## config.mk

```make
export PLATFORM = sky130hd
export DESIGN_NAME = sparse_poly_add_merge_unit_flat
export DESIGN_NICKNAME = d
export VERILOG_FILES = /design/src/rtl/spam_pkg.sv /design/src/rtl/spam_in_if.sv /design/src/rtl/spam_out_if.sv /design/src/rtl/spam_ram.sv /design/src/rtl/spam_dp.sv /design/src/rtl/spam_ctrl.sv /design/src/rtl/sparse_poly_add_merge_unit.sv /design/src/flat_wrapper.sv
export SDC_FILE = /design/constraint.sdc
export NUM_CORES = 2
export LEC_CHECK = 0
export BUFFER_PORTS_ARGS = -buffer_cell sky130_fd_sc_hd__buf_4
export CAP_MARGIN = 20
export CORE_MARGIN = 1.5
export CORE_UTILIZATION = 40
export CTS_CLUSTER_DIAMETER = 200
export DETAILED_ROUTE_END_ITERATION = 10
export SLEW_MARGIN = 0
export SYNTH_ARGS = -nofsm -noshare
export SYNTH_HDL_FRONTEND = slang
export SYNTH_HIERARCHICAL = 1
export SYNTH_SLANG_ARGS = --single-unit
```

## constraint.sdc

```tcl
create_clock -name clk -period 14.25 [get_ports clk]
set_input_delay 1.425 -clock clk [delete_from_list [all_inputs] [get_ports clk]]
set_output_delay 1.425 -clock clk [all_outputs]
set_load 0.03 [all_outputs]
```

## src/rtl/spam_pkg.sv

```systemverilog
// Shared constants, codes and control/status types for the sparse polynomial merge block.
package spam_pkg;

  localparam int TERMS_PER_POLY_DEF = 16;
  localparam int MAX_RESULTS = 32;

  localparam int CMD_W = 2;
  localparam int COEF_W = 32;
  localparam int EXPON_W = 16;
  localparam int STATUS_W = 2;
  localparam int TERM_W = COEF_W + EXPON_W;
  localparam int NRES_W = $clog2(MAX_RESULTS + 1);

  localparam logic [CMD_W-1:0] CMD_LOAD_A = 2'd0;
  localparam logic [CMD_W-1:0] CMD_LOAD_B = 2'd1;
  localparam logic [CMD_W-1:0] CMD_ADD = 2'd2;
  localparam logic [CMD_W-1:0] CMD_CLEAR = 2'd3;

  localparam logic [STATUS_W-1:0] ST_TERM = 2'd0;
  localparam logic [STATUS_W-1:0] ST_EMPTY = 2'd1;
  localparam logic [STATUS_W-1:0] ST_FULL = 2'd2;
  localparam logic [STATUS_W-1:0] ST_OK = 2'd3;

  // Commands from the controller to the datapath.
  typedef struct packed {
    logic capture;
    logic exec_single;
    logic merge_init;
    logic merge_step;
    logic merge_final;
  } dp_cmd_t;

  // Status from the datapath to the controller.
  typedef struct packed {
    logic [CMD_W-1:0] cmd;
    logic both_done;
    logic term_hit;
    logic pend_vld;
    logic at_limit;
    logic out_free;
  } dp_stat_t;

endpackage

```

## src/rtl/spam_in_if.sv

```systemverilog
// Input channel interface: command and term payload with valid/ready handshake.
interface spam_in_if import spam_pkg::*; ();
  logic valid;
  logic ready;
  logic [CMD_W-1:0] cmd;
  logic signed [COEF_W-1:0] in_coef;
  logic [EXPON_W-1:0] in_expon;

  modport source (output valid, output cmd, output in_coef, output in_expon, input ready);
  modport sink (input valid, input cmd, input in_coef, input in_expon, output ready);
endinterface

```

## src/rtl/spam_out_if.sv

```systemverilog
// Result channel interface: result term, status and last flag with valid/ready handshake.
interface spam_out_if import spam_pkg::*; ();
  logic valid;
  logic ready;
  logic signed [COEF_W-1:0] out_coef;
  logic [EXPON_W-1:0] out_expon;
  logic [STATUS_W-1:0] status;
  logic is_last;

  modport source (output valid, output out_coef, output out_expon, output status,
                  output is_last, input ready);
  modport sink (input valid, input out_coef, input out_expon, input status,
                input is_last, output ready);
endinterface

```

## src/rtl/spam_ram.sv

```systemverilog
// Generic single-write, single-read RAM with registered read data.
module spam_ram #(
  parameter int WIDTH = 8,
  parameter int DEPTH = 16
) (
  input  logic                                   clk,
  input  logic                                   we,
  input  logic [(DEPTH > 1 ? $clog2(DEPTH) : 1)-1:0] waddr,
  input  logic [WIDTH-1:0]                       wdata,
  input  logic [(DEPTH > 1 ? $clog2(DEPTH) : 1)-1:0] raddr,
  output logic [WIDTH-1:0]                       rdata
);
  logic [WIDTH-1:0] mem [DEPTH];

  always_ff @(posedge clk) begin
    if (we) begin
      mem[waddr] <= wdata;
    end
    rdata <= mem[raddr];
  end
endmodule

```

## src/rtl/spam_dp.sv

```systemverilog
// Datapath: term stores, counts, merge indices, pending term and output register.
module spam_dp import spam_pkg::*; #(
  parameter int TERMS_PER_POLY = TERMS_PER_POLY_DEF
) (
  input  logic                       clk,
  input  logic                       rst_n,
  input  dp_cmd_t                    cmd_i,
  output dp_stat_t                   stat_o,
  input  logic [CMD_W-1:0]           in_cmd,
  input  logic signed [COEF_W-1:0]   in_coef,
  input  logic [EXPON_W-1:0]         in_expon,
  output logic                       out_valid,
  input  logic                       out_ready,
  output logic signed [COEF_W-1:0]   out_coef,
  output logic [EXPON_W-1:0]         out_expon,
  output logic [STATUS_W-1:0]        out_status,
  output logic                       out_last
);
  localparam int CNT_W = $clog2(TERMS_PER_POLY + 1);
  localparam int IDX_W = (TERMS_PER_POLY > 1) ? $clog2(TERMS_PER_POLY) : 1;
  localparam logic [CNT_W-1:0] CNT_FULL = CNT_W'(TERMS_PER_POLY);
  localparam logic [NRES_W-1:0] N_LAST = NRES_W'(MAX_RESULTS - 1);

  logic [CMD_W-1:0]    cmd_r;
  logic [COEF_W-1:0]   coef_in_r;
  logic [EXPON_W-1:0]  expon_in_r;
  logic [CNT_W-1:0]    a_cnt_r, a_cnt_nxt, b_cnt_r, b_cnt_nxt;
  logic [CNT_W-1:0]    i_r, i_nxt, j_r, j_nxt;
  logic [NRES_W-1:0]   n_r, n_nxt;
  logic                pend_vld_r, pend_vld_nxt;
  logic [COEF_W-1:0]   pend_coef_r, pend_coef_nxt;
  logic [EXPON_W-1:0]  pend_expon_r, pend_expon_nxt;
  logic                out_vld_r, out_vld_nxt;
  logic [COEF_W-1:0]   out_coef_r, out_coef_nxt;
  logic [EXPON_W-1:0]  out_expon_r, out_expon_nxt;
  logic [STATUS_W-1:0] out_status_r, out_status_nxt;
  logic                out_last_r, out_last_nxt;

  logic                a_we, b_we;
  logic [TERM_W-1:0]   a_rdata, b_rdata;
  logic [COEF_W-1:0]   a_coef, b_coef, sat_sum, term_coef;
  logic [EXPON_W-1:0]  a_expon, b_expon, term_expon;
  logic [COEF_W:0]     sum_full;
  logic                a_full, b_full, a_done, b_done;
  logic                take_a, take_b, take_both, term_hit, out_free;

  assign a_full = (a_cnt_r == CNT_FULL);
  assign b_full = (b_cnt_r == CNT_FULL);
  assign a_we = cmd_i.exec_single && (cmd_r == CMD_LOAD_A) && !a_full;
  assign b_we = cmd_i.exec_single && (cmd_r == CMD_LOAD_B) && !b_full;

  spam_ram #(.WIDTH(TERM_W), .DEPTH(TERMS_PER_POLY)) u_ram_a (
    .clk   (clk),
    .we    (a_we),
    .waddr (a_cnt_r[IDX_W-1:0]),
    .wdata ({coef_in_r, expon_in_r}),
    .raddr (i_r[IDX_W-1:0]),
    .rdata (a_rdata)
  );

  spam_ram #(.WIDTH(TERM_W), .DEPTH(TERMS_PER_POLY)) u_ram_b (
    .clk   (clk),
    .we    (b_we),
    .waddr (b_cnt_r[IDX_W-1:0]),
    .wdata ({coef_in_r, expon_in_r}),
    .raddr (j_r[IDX_W-1:0]),
    .rdata (b_rdata)
  );

  assign a_coef = a_rdata[TERM_W-1:EXPON_W];
  assign a_expon = a_rdata[EXPON_W-1:0];
  assign b_coef = b_rdata[TERM_W-1:EXPON_W];
  assign b_expon = b_rdata[EXPON_W-1:0];
  assign a_done = (i_r >= a_cnt_r);
  assign b_done = (j_r >= b_cnt_r);

  // The sum is exact in 33 bits; a mismatch of the top two bits means overflow.
  assign sum_full = {a_coef[COEF_W-1], a_coef} + {b_coef[COEF_W-1], b_coef};
  always_comb begin
    if (sum_full[COEF_W] != sum_full[COEF_W-1]) begin
      sat_sum = sum_full[COEF_W] ? {1'b1, {(COEF_W-1){1'b0}}} : {1'b0, {(COEF_W-1){1'b1}}};
    end else begin
      sat_sum = sum_full[COEF_W-1:0];
    end
  end

  always_comb begin
    take_a = 1'b0;
    take_b = 1'b0;
    take_both = 1'b0;
    if (a_done && b_done) begin
      take_a = 1'b0;
    end else if (a_done) begin
      take_b = 1'b1;
    end else if (b_done) begin
      take_a = 1'b1;
    end else if (a_expon < b_expon) begin
      take_b = 1'b1;
    end else if (a_expon == b_expon) begin
      take_both = 1'b1;
    end else begin
      take_a = 1'b1;
    end
  end

  assign term_coef = take_both ? sat_sum : (take_a ? a_coef : b_coef);
  assign term_expon = take_b ? b_expon : a_expon;
  assign term_hit = take_a || take_b || (take_both && (sat_sum != '0));
  assign out_free = !out_vld_r || out_ready;

  assign stat_o.cmd = cmd_r;
  assign stat_o.both_done = a_done && b_done;
  assign stat_o.term_hit = term_hit;
  assign stat_o.pend_vld = pend_vld_r;
  assign stat_o.at_limit = (n_r == N_LAST);
  assign stat_o.out_free = out_free;

  always_comb begin
    a_cnt_nxt = a_cnt_r;
    b_cnt_nxt = b_cnt_r;
    i_nxt = i_r;
    j_nxt = j_r;
    n_nxt = n_r;
    pend_vld_nxt = pend_vld_r;
    pend_coef_nxt = pend_coef_r;
    pend_expon_nxt = pend_expon_r;
    out_vld_nxt = out_vld_r && !out_ready;
    out_coef_nxt = out_coef_r;
    out_expon_nxt = out_expon_r;
    out_status_nxt = out_status_r;
    out_last_nxt = out_last_r;

    if (cmd_i.exec_single) begin
      out_vld_nxt = 1'b1;
      out_coef_nxt = '0;
      out_expon_nxt = '0;
      out_last_nxt = 1'b1;
      out_status_nxt = ST_OK;
      unique case (cmd_r)
        CMD_LOAD_A: begin
          if (a_full) begin
            out_status_nxt = ST_FULL;
          end else begin
            a_cnt_nxt = a_cnt_r + 1'b1;
          end
        end
        CMD_LOAD_B: begin
          if (b_full) begin
            out_status_nxt = ST_FULL;
          end else begin
            b_cnt_nxt = b_cnt_r + 1'b1;
          end
        end
        CMD_CLEAR: begin
          a_cnt_nxt = '0;
          b_cnt_nxt = '0;
        end
        default: begin
          out_status_nxt = ST_OK;
        end
      endcase
    end

    if (cmd_i.merge_init) begin
      i_nxt = '0;
      j_nxt = '0;
      n_nxt = '0;
      pend_vld_nxt = 1'b0;
    end

    // The newest term is held back one step so the final one can carry is_last.
    if (cmd_i.merge_step) begin
      if (take_a || take_both) begin
        i_nxt = i_r + 1'b1;
      end
      if (take_b || take_both) begin
        j_nxt = j_r + 1'b1;
      end
      if (term_hit) begin
        n_nxt = n_r + 1'b1;
        pend_vld_nxt = 1'b1;
        pend_coef_nxt = term_coef;
        pend_expon_nxt = term_expon;
        if (pend_vld_r) begin
          out_vld_nxt = 1'b1;
          out_coef_nxt = pend_coef_r;
          out_expon_nxt = pend_expon_r;
          out_status_nxt = ST_TERM;
          out_last_nxt = 1'b0;
        end
      end
    end

    if (cmd_i.merge_final) begin
      out_vld_nxt = 1'b1;
      out_last_nxt = 1'b1;
      pend_vld_nxt = 1'b0;
      if (pend_vld_r) begin
        out_coef_nxt = pend_coef_r;
        out_expon_nxt = pend_expon_r;
        out_status_nxt = ST_TERM;
      end else begin
        out_coef_nxt = '0;
        out_expon_nxt = '0;
        out_status_nxt = ST_EMPTY;
      end
    end
  end

  always_ff @(posedge clk) begin
    if (!rst_n) begin
      a_cnt_r <= '0;
      b_cnt_r <= '0;
      i_r <= '0;
      j_r <= '0;
      n_r <= '0;
      pend_vld_r <= 1'b0;
      out_vld_r <= 1'b0;
    end else begin
      a_cnt_r <= a_cnt_nxt;
      b_cnt_r <= b_cnt_nxt;
      i_r <= i_nxt;
      j_r <= j_nxt;
      n_r <= n_nxt;
      pend_vld_r <= pend_vld_nxt;
      out_vld_r <= out_vld_nxt;
    end
  end

  always_ff @(posedge clk) begin
    if (cmd_i.capture) begin
      cmd_r <= in_cmd;
      coef_in_r <= in_coef;
      expon_in_r <= in_expon;
    end
    pend_coef_r <= pend_coef_nxt;
    pend_expon_r <= pend_expon_nxt;
    out_coef_r <= out_coef_nxt;
    out_expon_r <= out_expon_nxt;
    out_status_r <= out_status_nxt;
    out_last_r <= out_last_nxt;
  end

  assign out_valid = out_vld_r;
  assign out_coef = out_coef_r;
  assign out_expon = out_expon_r;
  assign out_status = out_status_r;
  assign out_last = out_last_r;
endmodule

```

## src/rtl/spam_ctrl.sv

```systemverilog
// Controller: sequences loads, clears and the merge walk over both term stores.
module spam_ctrl import spam_pkg::*; (
  input  logic     clk,
  input  logic     rst_n,
  input  logic     in_valid,
  output logic     in_ready,
  input  dp_stat_t stat_i,
  output dp_cmd_t  cmd_o
);
  localparam logic [2:0] S_IDLE = 3'd0;
  localparam logic [2:0] S_EXEC = 3'd1;
  localparam logic [2:0] S_FETCH = 3'd2;
  localparam logic [2:0] S_STEP = 3'd3;
  localparam logic [2:0] S_FINAL = 3'd4;

  logic [2:0] state_r, state_nxt;

  assign in_ready = (state_r == S_IDLE);

  always_comb begin
    state_nxt = state_r;
    cmd_o = '0;
    unique case (state_r)
      S_IDLE: begin
        if (in_valid) begin
          cmd_o.capture = 1'b1;
          state_nxt = S_EXEC;
        end
      end
      S_EXEC: begin
        if (stat_i.cmd == CMD_ADD) begin
          cmd_o.merge_init = 1'b1;
          state_nxt = S_FETCH;
        end else if (stat_i.out_free) begin
          cmd_o.exec_single = 1'b1;
          state_nxt = S_IDLE;
        end
      end
      // Read addresses settle here; the store data is registered by the next cycle.
      S_FETCH: begin
        state_nxt = S_STEP;
      end
      S_STEP: begin
        if (stat_i.both_done) begin
          state_nxt = S_FINAL;
        end else if (!(stat_i.term_hit && stat_i.pend_vld && !stat_i.out_free)) begin
          cmd_o.merge_step = 1'b1;
          state_nxt = (stat_i.term_hit && stat_i.at_limit) ? S_FINAL : S_FETCH;
        end
      end
      S_FINAL: begin
        if (stat_i.out_free) begin
          cmd_o.merge_final = 1'b1;
          state_nxt = S_IDLE;
        end
      end
      default: begin
        state_nxt = S_IDLE;
      end
    endcase
  end

  always_ff @(posedge clk) begin
    if (!rst_n) begin
      state_r <= S_IDLE;
    end else begin
      state_r <= state_nxt;
    end
  end
endmodule

```

## src/rtl/sparse_poly_add_merge_unit.sv

```systemverilog
// Load/clear: one transaction in, one result; the command is captured, then the result registered.
// Add: each merge step is a store read, then a compare and add.
// is_last marks the final result of each command.
// A new transaction is accepted once the previous command has placed its last result.
// Synchronous active-low reset empties both stores (counts to zero) and the output register.
module sparse_poly_add_merge_unit import spam_pkg::*; #(
  parameter int TERMS_PER_POLY = TERMS_PER_POLY_DEF
) (
  input logic        clk,
  input logic        rst_n,
  spam_in_if.sink    in_chan,
  spam_out_if.source out_chan
);
  dp_cmd_t  dp_cmd;
  dp_stat_t dp_stat;

  spam_ctrl u_ctrl (
    .clk      (clk),
    .rst_n    (rst_n),
    .in_valid (in_chan.valid),
    .in_ready (in_chan.ready),
    .stat_i   (dp_stat),
    .cmd_o    (dp_cmd)
  );

  spam_dp #(.TERMS_PER_POLY(TERMS_PER_POLY)) u_dp (
    .clk        (clk),
    .rst_n      (rst_n),
    .cmd_i      (dp_cmd),
    .stat_o     (dp_stat),
    .in_cmd     (in_chan.cmd),
    .in_coef    (in_chan.in_coef),
    .in_expon   (in_chan.in_expon),
    .out_valid  (out_chan.valid),
    .out_ready  (out_chan.ready),
    .out_coef   (out_chan.out_coef),
    .out_expon  (out_chan.out_expon),
    .out_status (out_chan.status),
    .out_last   (out_chan.is_last)
  );
endmodule

```

## src/flat_wrapper.sv

```systemverilog
// flat-port wrapper written by rule: the top's interface ports become plain ports
module sparse_poly_add_merge_unit_flat import spam_pkg::*;
#(
  parameter int TERMS_PER_POLY = TERMS_PER_POLY_DEF
)
  (clk, rst_n, in_chan_valid, in_chan_cmd, in_chan_in_coef, in_chan_in_expon, in_chan_ready, out_chan_valid, out_chan_out_coef, out_chan_out_expon, out_chan_status, out_chan_is_last, out_chan_ready);
  spam_in_if in_chan_i ();
  spam_out_if out_chan_i ();
  input logic clk;
  input logic rst_n;
  input wire logic [$bits(in_chan_i.valid)-1:0] in_chan_valid;
  input wire logic [$bits(in_chan_i.cmd)-1:0] in_chan_cmd;
  input wire logic [$bits(in_chan_i.in_coef)-1:0] in_chan_in_coef;
  input wire logic [$bits(in_chan_i.in_expon)-1:0] in_chan_in_expon;
  output wire logic [$bits(in_chan_i.ready)-1:0] in_chan_ready;
  output wire logic [$bits(out_chan_i.valid)-1:0] out_chan_valid;
  output wire logic [$bits(out_chan_i.out_coef)-1:0] out_chan_out_coef;
  output wire logic [$bits(out_chan_i.out_expon)-1:0] out_chan_out_expon;
  output wire logic [$bits(out_chan_i.status)-1:0] out_chan_status;
  output wire logic [$bits(out_chan_i.is_last)-1:0] out_chan_is_last;
  input wire logic [$bits(out_chan_i.ready)-1:0] out_chan_ready;
  assign in_chan_i.valid = in_chan_valid;
  assign in_chan_i.cmd = in_chan_cmd;
  assign in_chan_i.in_coef = in_chan_in_coef;
  assign in_chan_i.in_expon = in_chan_in_expon;
  assign in_chan_ready = in_chan_i.ready;
  assign out_chan_valid = out_chan_i.valid;
  assign out_chan_out_coef = out_chan_i.out_coef;
  assign out_chan_out_expon = out_chan_i.out_expon;
  assign out_chan_status = out_chan_i.status;
  assign out_chan_is_last = out_chan_i.is_last;
  assign out_chan_i.ready = out_chan_ready;
  sparse_poly_add_merge_unit #(.TERMS_PER_POLY(TERMS_PER_POLY)) u_core (.clk(clk), .rst_n(rst_n), .in_chan(in_chan_i), .out_chan(out_chan_i));
endmodule
```

==> out/results.txt <==
CTS tree: yes
Minimum clock period: 6.21 ns
Clock root cell: clkbuf_16
First-pass GRT wire length: 251000 um
Asr flop ratio synth: 0
First drt pass iteration count: 6
ANT nets after route: 0
Gr usage total: 0.198
Die width: 421 um
Gpl congestion: 0.883
Post-Syn Area: 69800 um2
Critical Path RT: 14.75 ns
Tcrit/Tclk final: 0.436
Crit-path max cell delay: 0.55 ns
Setup_tns: 0 ns
Final Skew: 0.0283 ns
Max transition margin: 0.209
Xor/xnor share of the synthesized area: 0.00289
Final WL: 175000 um
DR iter-0 viols: 3905
Clock latency on the worst-skew pair: 0.82 ns
Fill cells: 14600
Cells after Synth: 3575
Worst VDD drop: 0.133 mV
Largest delay contributor family on the critical path: compound AO/OA/AOI/OAI gates
Initial Utilization: 0.402
Via count: 35600
Cts repair resizes: 0
Max-cap violations: 0
Syn Nets: 3695
Slowest-stage cell, CP: or4_4
Via count of the first global-routing pass: 35000
Area delta synth->final: 13.8%
Die area: 177000 um2
Total CTS buffers: 178
Simple-gate share of the synthesized area: 0.0331
Routed vias/inst: 5.71
Worst EP arrival: 6.72 ns
Ys flop type: edfxtp_1
Area fraction in compound gates after synthesis: 0.0559
I/O pins: 107
Startpoint Class: flip-flop
Share of cells above drive strength 1: 0.228
Number of synthesized flops with an enable pin: 1634
Final hold violation count: 0
Post-synthesis mux area share: 0.127
Core area: 174000 um2
Post-Synth Adder-Cell Area: 0.0119
CTS Hold Bufs: 0
Crit path cell chain: ha_1 > fa_1 > a211oi_1 > o21ai_1 > a21boi_1 > nand2_1 > a41oi_1 > xnor2_1 > or4_4 > o21ai_1 > a31oi_1 > nand3b_1 > nor4b_1 > inv_1 > nor2_1 > a21boi_1 > nor2_1 > inv_2 > buf_12
Min-delay worst type: reg2reg
Gr ovfl total: 0
Power density cells: 134 nW/um2
FF+latch count, synth: 1812
Distinct cells, synth: 79
Initial antenna violation count: 8
Unrepaired setup endpoints after global routing: false
Largest family of logic cells by synthesized area: multiplexers
Multi-input logic area: 16400 um2
LEAKAGE: 0.0249 uW
Syn Area/Cell: 19.5 um2
Clock transition at path regs: 0.06 ns
H-Tree Depth: 4
Largest net degree at the start of global routing: 94
Die Height: 421 um
Fin nets: 3878
Ys Warns: 6
Post-route DRC: 0
Worst slew pin tran: 1.19 ns
Sequential Area: 52600 um2
Status: completed
Buffers on Ports: 106
Max clock buf depth: 3
Detailed placement HPWL: 96700 um
TritonCTS Sinks: 1812
CP Capture Type: flip-flop
Max-slew violation count: 0
Number of placement rows: 153
CP Max Fanout: 29
Number of setup buffers added after CTS: 0
Register area share after synthesis: 0.754
CP bufs+invs: 3
Mean routed wirelength per cell: 28.0 um
WS Path Type: reg2reg
FMAX: 0.161 GHz
Total Power: 10700 uW
Final setup vio count: 0
-- logic make-up (layout without fill, tap and decap cells) --
| kind of cell | Yosys count | count (layout) |
|---|---|---|
| flip-flops | 1812 | 1812 |
| buffers and inverters | 228 | 568 |
| other | 0 | 2 |
| adder cells (fa/ha/maj) | 66 | 66 |
| XOR/XNOR | 23 | 23 |
| AND/OR/NAND/NOR | 481 | 481 |
| AO/OA/AOI/OAI | 559 | 559 |
| multiplexers | 406 | 406 |
-- through the flow --
step | instances | worst slack (ns) | area [um2] | hold WS, ns | util
floorplan | 3575 | 7.33 | 69800 | 0.442 | -
global placement | 5892 | 8.07 | 73500 | 0.445 | 0.423
detailed placement | 5893 | 7.95 | 73500 | 0.451 | 0.423
CTS | 6230 | 7.89 | 79200 | 0.465 | 0.456
global route | 6240 | 7.53 | 79400 | 0.480 | 0.457
finish | 6242 | 8.04 | 79400 | 0.462 | 0.457
-- path summary, 6_finish.rpt --
path | from | endpoint | slack, ns | cells after the start
worst max-delay path | u_core/u_dp/u_ram_a/rdata[16]$_DFF_P_ | u_core/u_dp/pend_expon_r[5]$_DFFE_PP_ | 8.04 | 19
worst min-delay path | u_core/u_dp/pend_expon_r[5]$_DFFE_PP_ | u_core/u_dp/out_expon[5]$_DFF_P_ | 0.46 | 1
worst max register to register | u_core/u_dp/u_ram_a/rdata[16]$_DFF_P_ | u_core/u_dp/pend_expon_r[5]$_DFFE_PP_ | 8.04 | 19
worst min register to register | u_core/u_dp/pend_expon_r[5]$_DFFE_PP_ | u_core/u_dp/out_expon[5]$_DFF_P_ | 0.46 | 1
-- final cells by class --
| cell class | count | area share |
|---|---|---|
| inverters | 44 | 0.00208 |
| clock inverters | 97 | 0.0110 |
| flip-flops and latches | 1812 | 0.663 |
| multi-input cells | 1535 | 0.207 |
| repair buffers | 187 | 0.0202 |
| well taps | 2325 | 0.0366 |
| diodes | 2 | 0.0000630 |
| clock buffers | 240 | 0.0603 |
-- synthesized netlist by cell type (51+ instances only) --
cell type  count  share of area
dfxtp_1      178          0.051
a22o_1        51         0.0064
a22oi_1      211          0.023
mux4_2       384           0.12
o21ai_0       72         0.0052
clkbuf_1      88         0.0047
ha_1          65          0.012
edfxtp_1    1634           0.70
a21oi_1       92         0.0066
nand2_1      176         0.0095
nor2_1        99         0.0053
-- flip-flops by register name (all words and copies together), names as in the netlist, 2 cells and up --
name                       flops
u_core/u_dp/u_ram_b/rdata     48
u_core/u_dp/expon_in_r        16
u_core/u_dp/out_coef          32
u_core/u_dp/u_ram_b/mem      768
u_core/u_dp/u_ram_a/mem      768
u_core/u_dp/n_r                6
u_core/u_ctrl/state_r          3
u_core/u_dp/i_r                5
u_core/u_dp/coef_in_r         32
u_core/u_dp/a_cnt_r            5
u_core/u_dp/pend_expon_r      16
u_core/u_dp/out_expon         16
u_core/u_dp/pend_coef_r       32
u_core/u_dp/u_ram_a/rdata     48
u_core/u_dp/b_cnt_r            5
u_core/u_dp/j_r                5
u_core/u_dp/cmd_r              2
u_core/u_dp/out_status         2
-- metal layers --
metal / share of wire / up-vias / global-route usage
li1: - / 15100 / -
met1: 0.44 / 18900 / 0.289
met2: 0.46 / 1342 / 0.306
met3: 0.075 / 244 / 0.0346
met4: 0.023 / 0 / 0.0576
met5: 0 / - / 0
-- cells in the final DEF (no fill, tap or decap), drive strengths merged, types with 44 or more instances in the layout --
cell,Yosys,final
edfxtp,1634,1634
a22oi,211,211
dfxtp,178,178
ha,65,65
nor2,99,99
mux4,384,384
a22o,51,51
a21oi,93,93
o21ai,86,86
nor3,44,44
clkinv,0,77
inv,44,53
clkbuf,88,240
buf,96,187
nand2,177,177
-- power by group --
group	total [uW]	leakage, uW	switching, uW	internal (uW)
registers	5930	0.0162	84.6	5840
logic	169	0.00598	109	59.4
clock network	4560	0.00277	2000	2560
total	10700	0.0249	2200	8460
(Power assumes the default switching activity.)
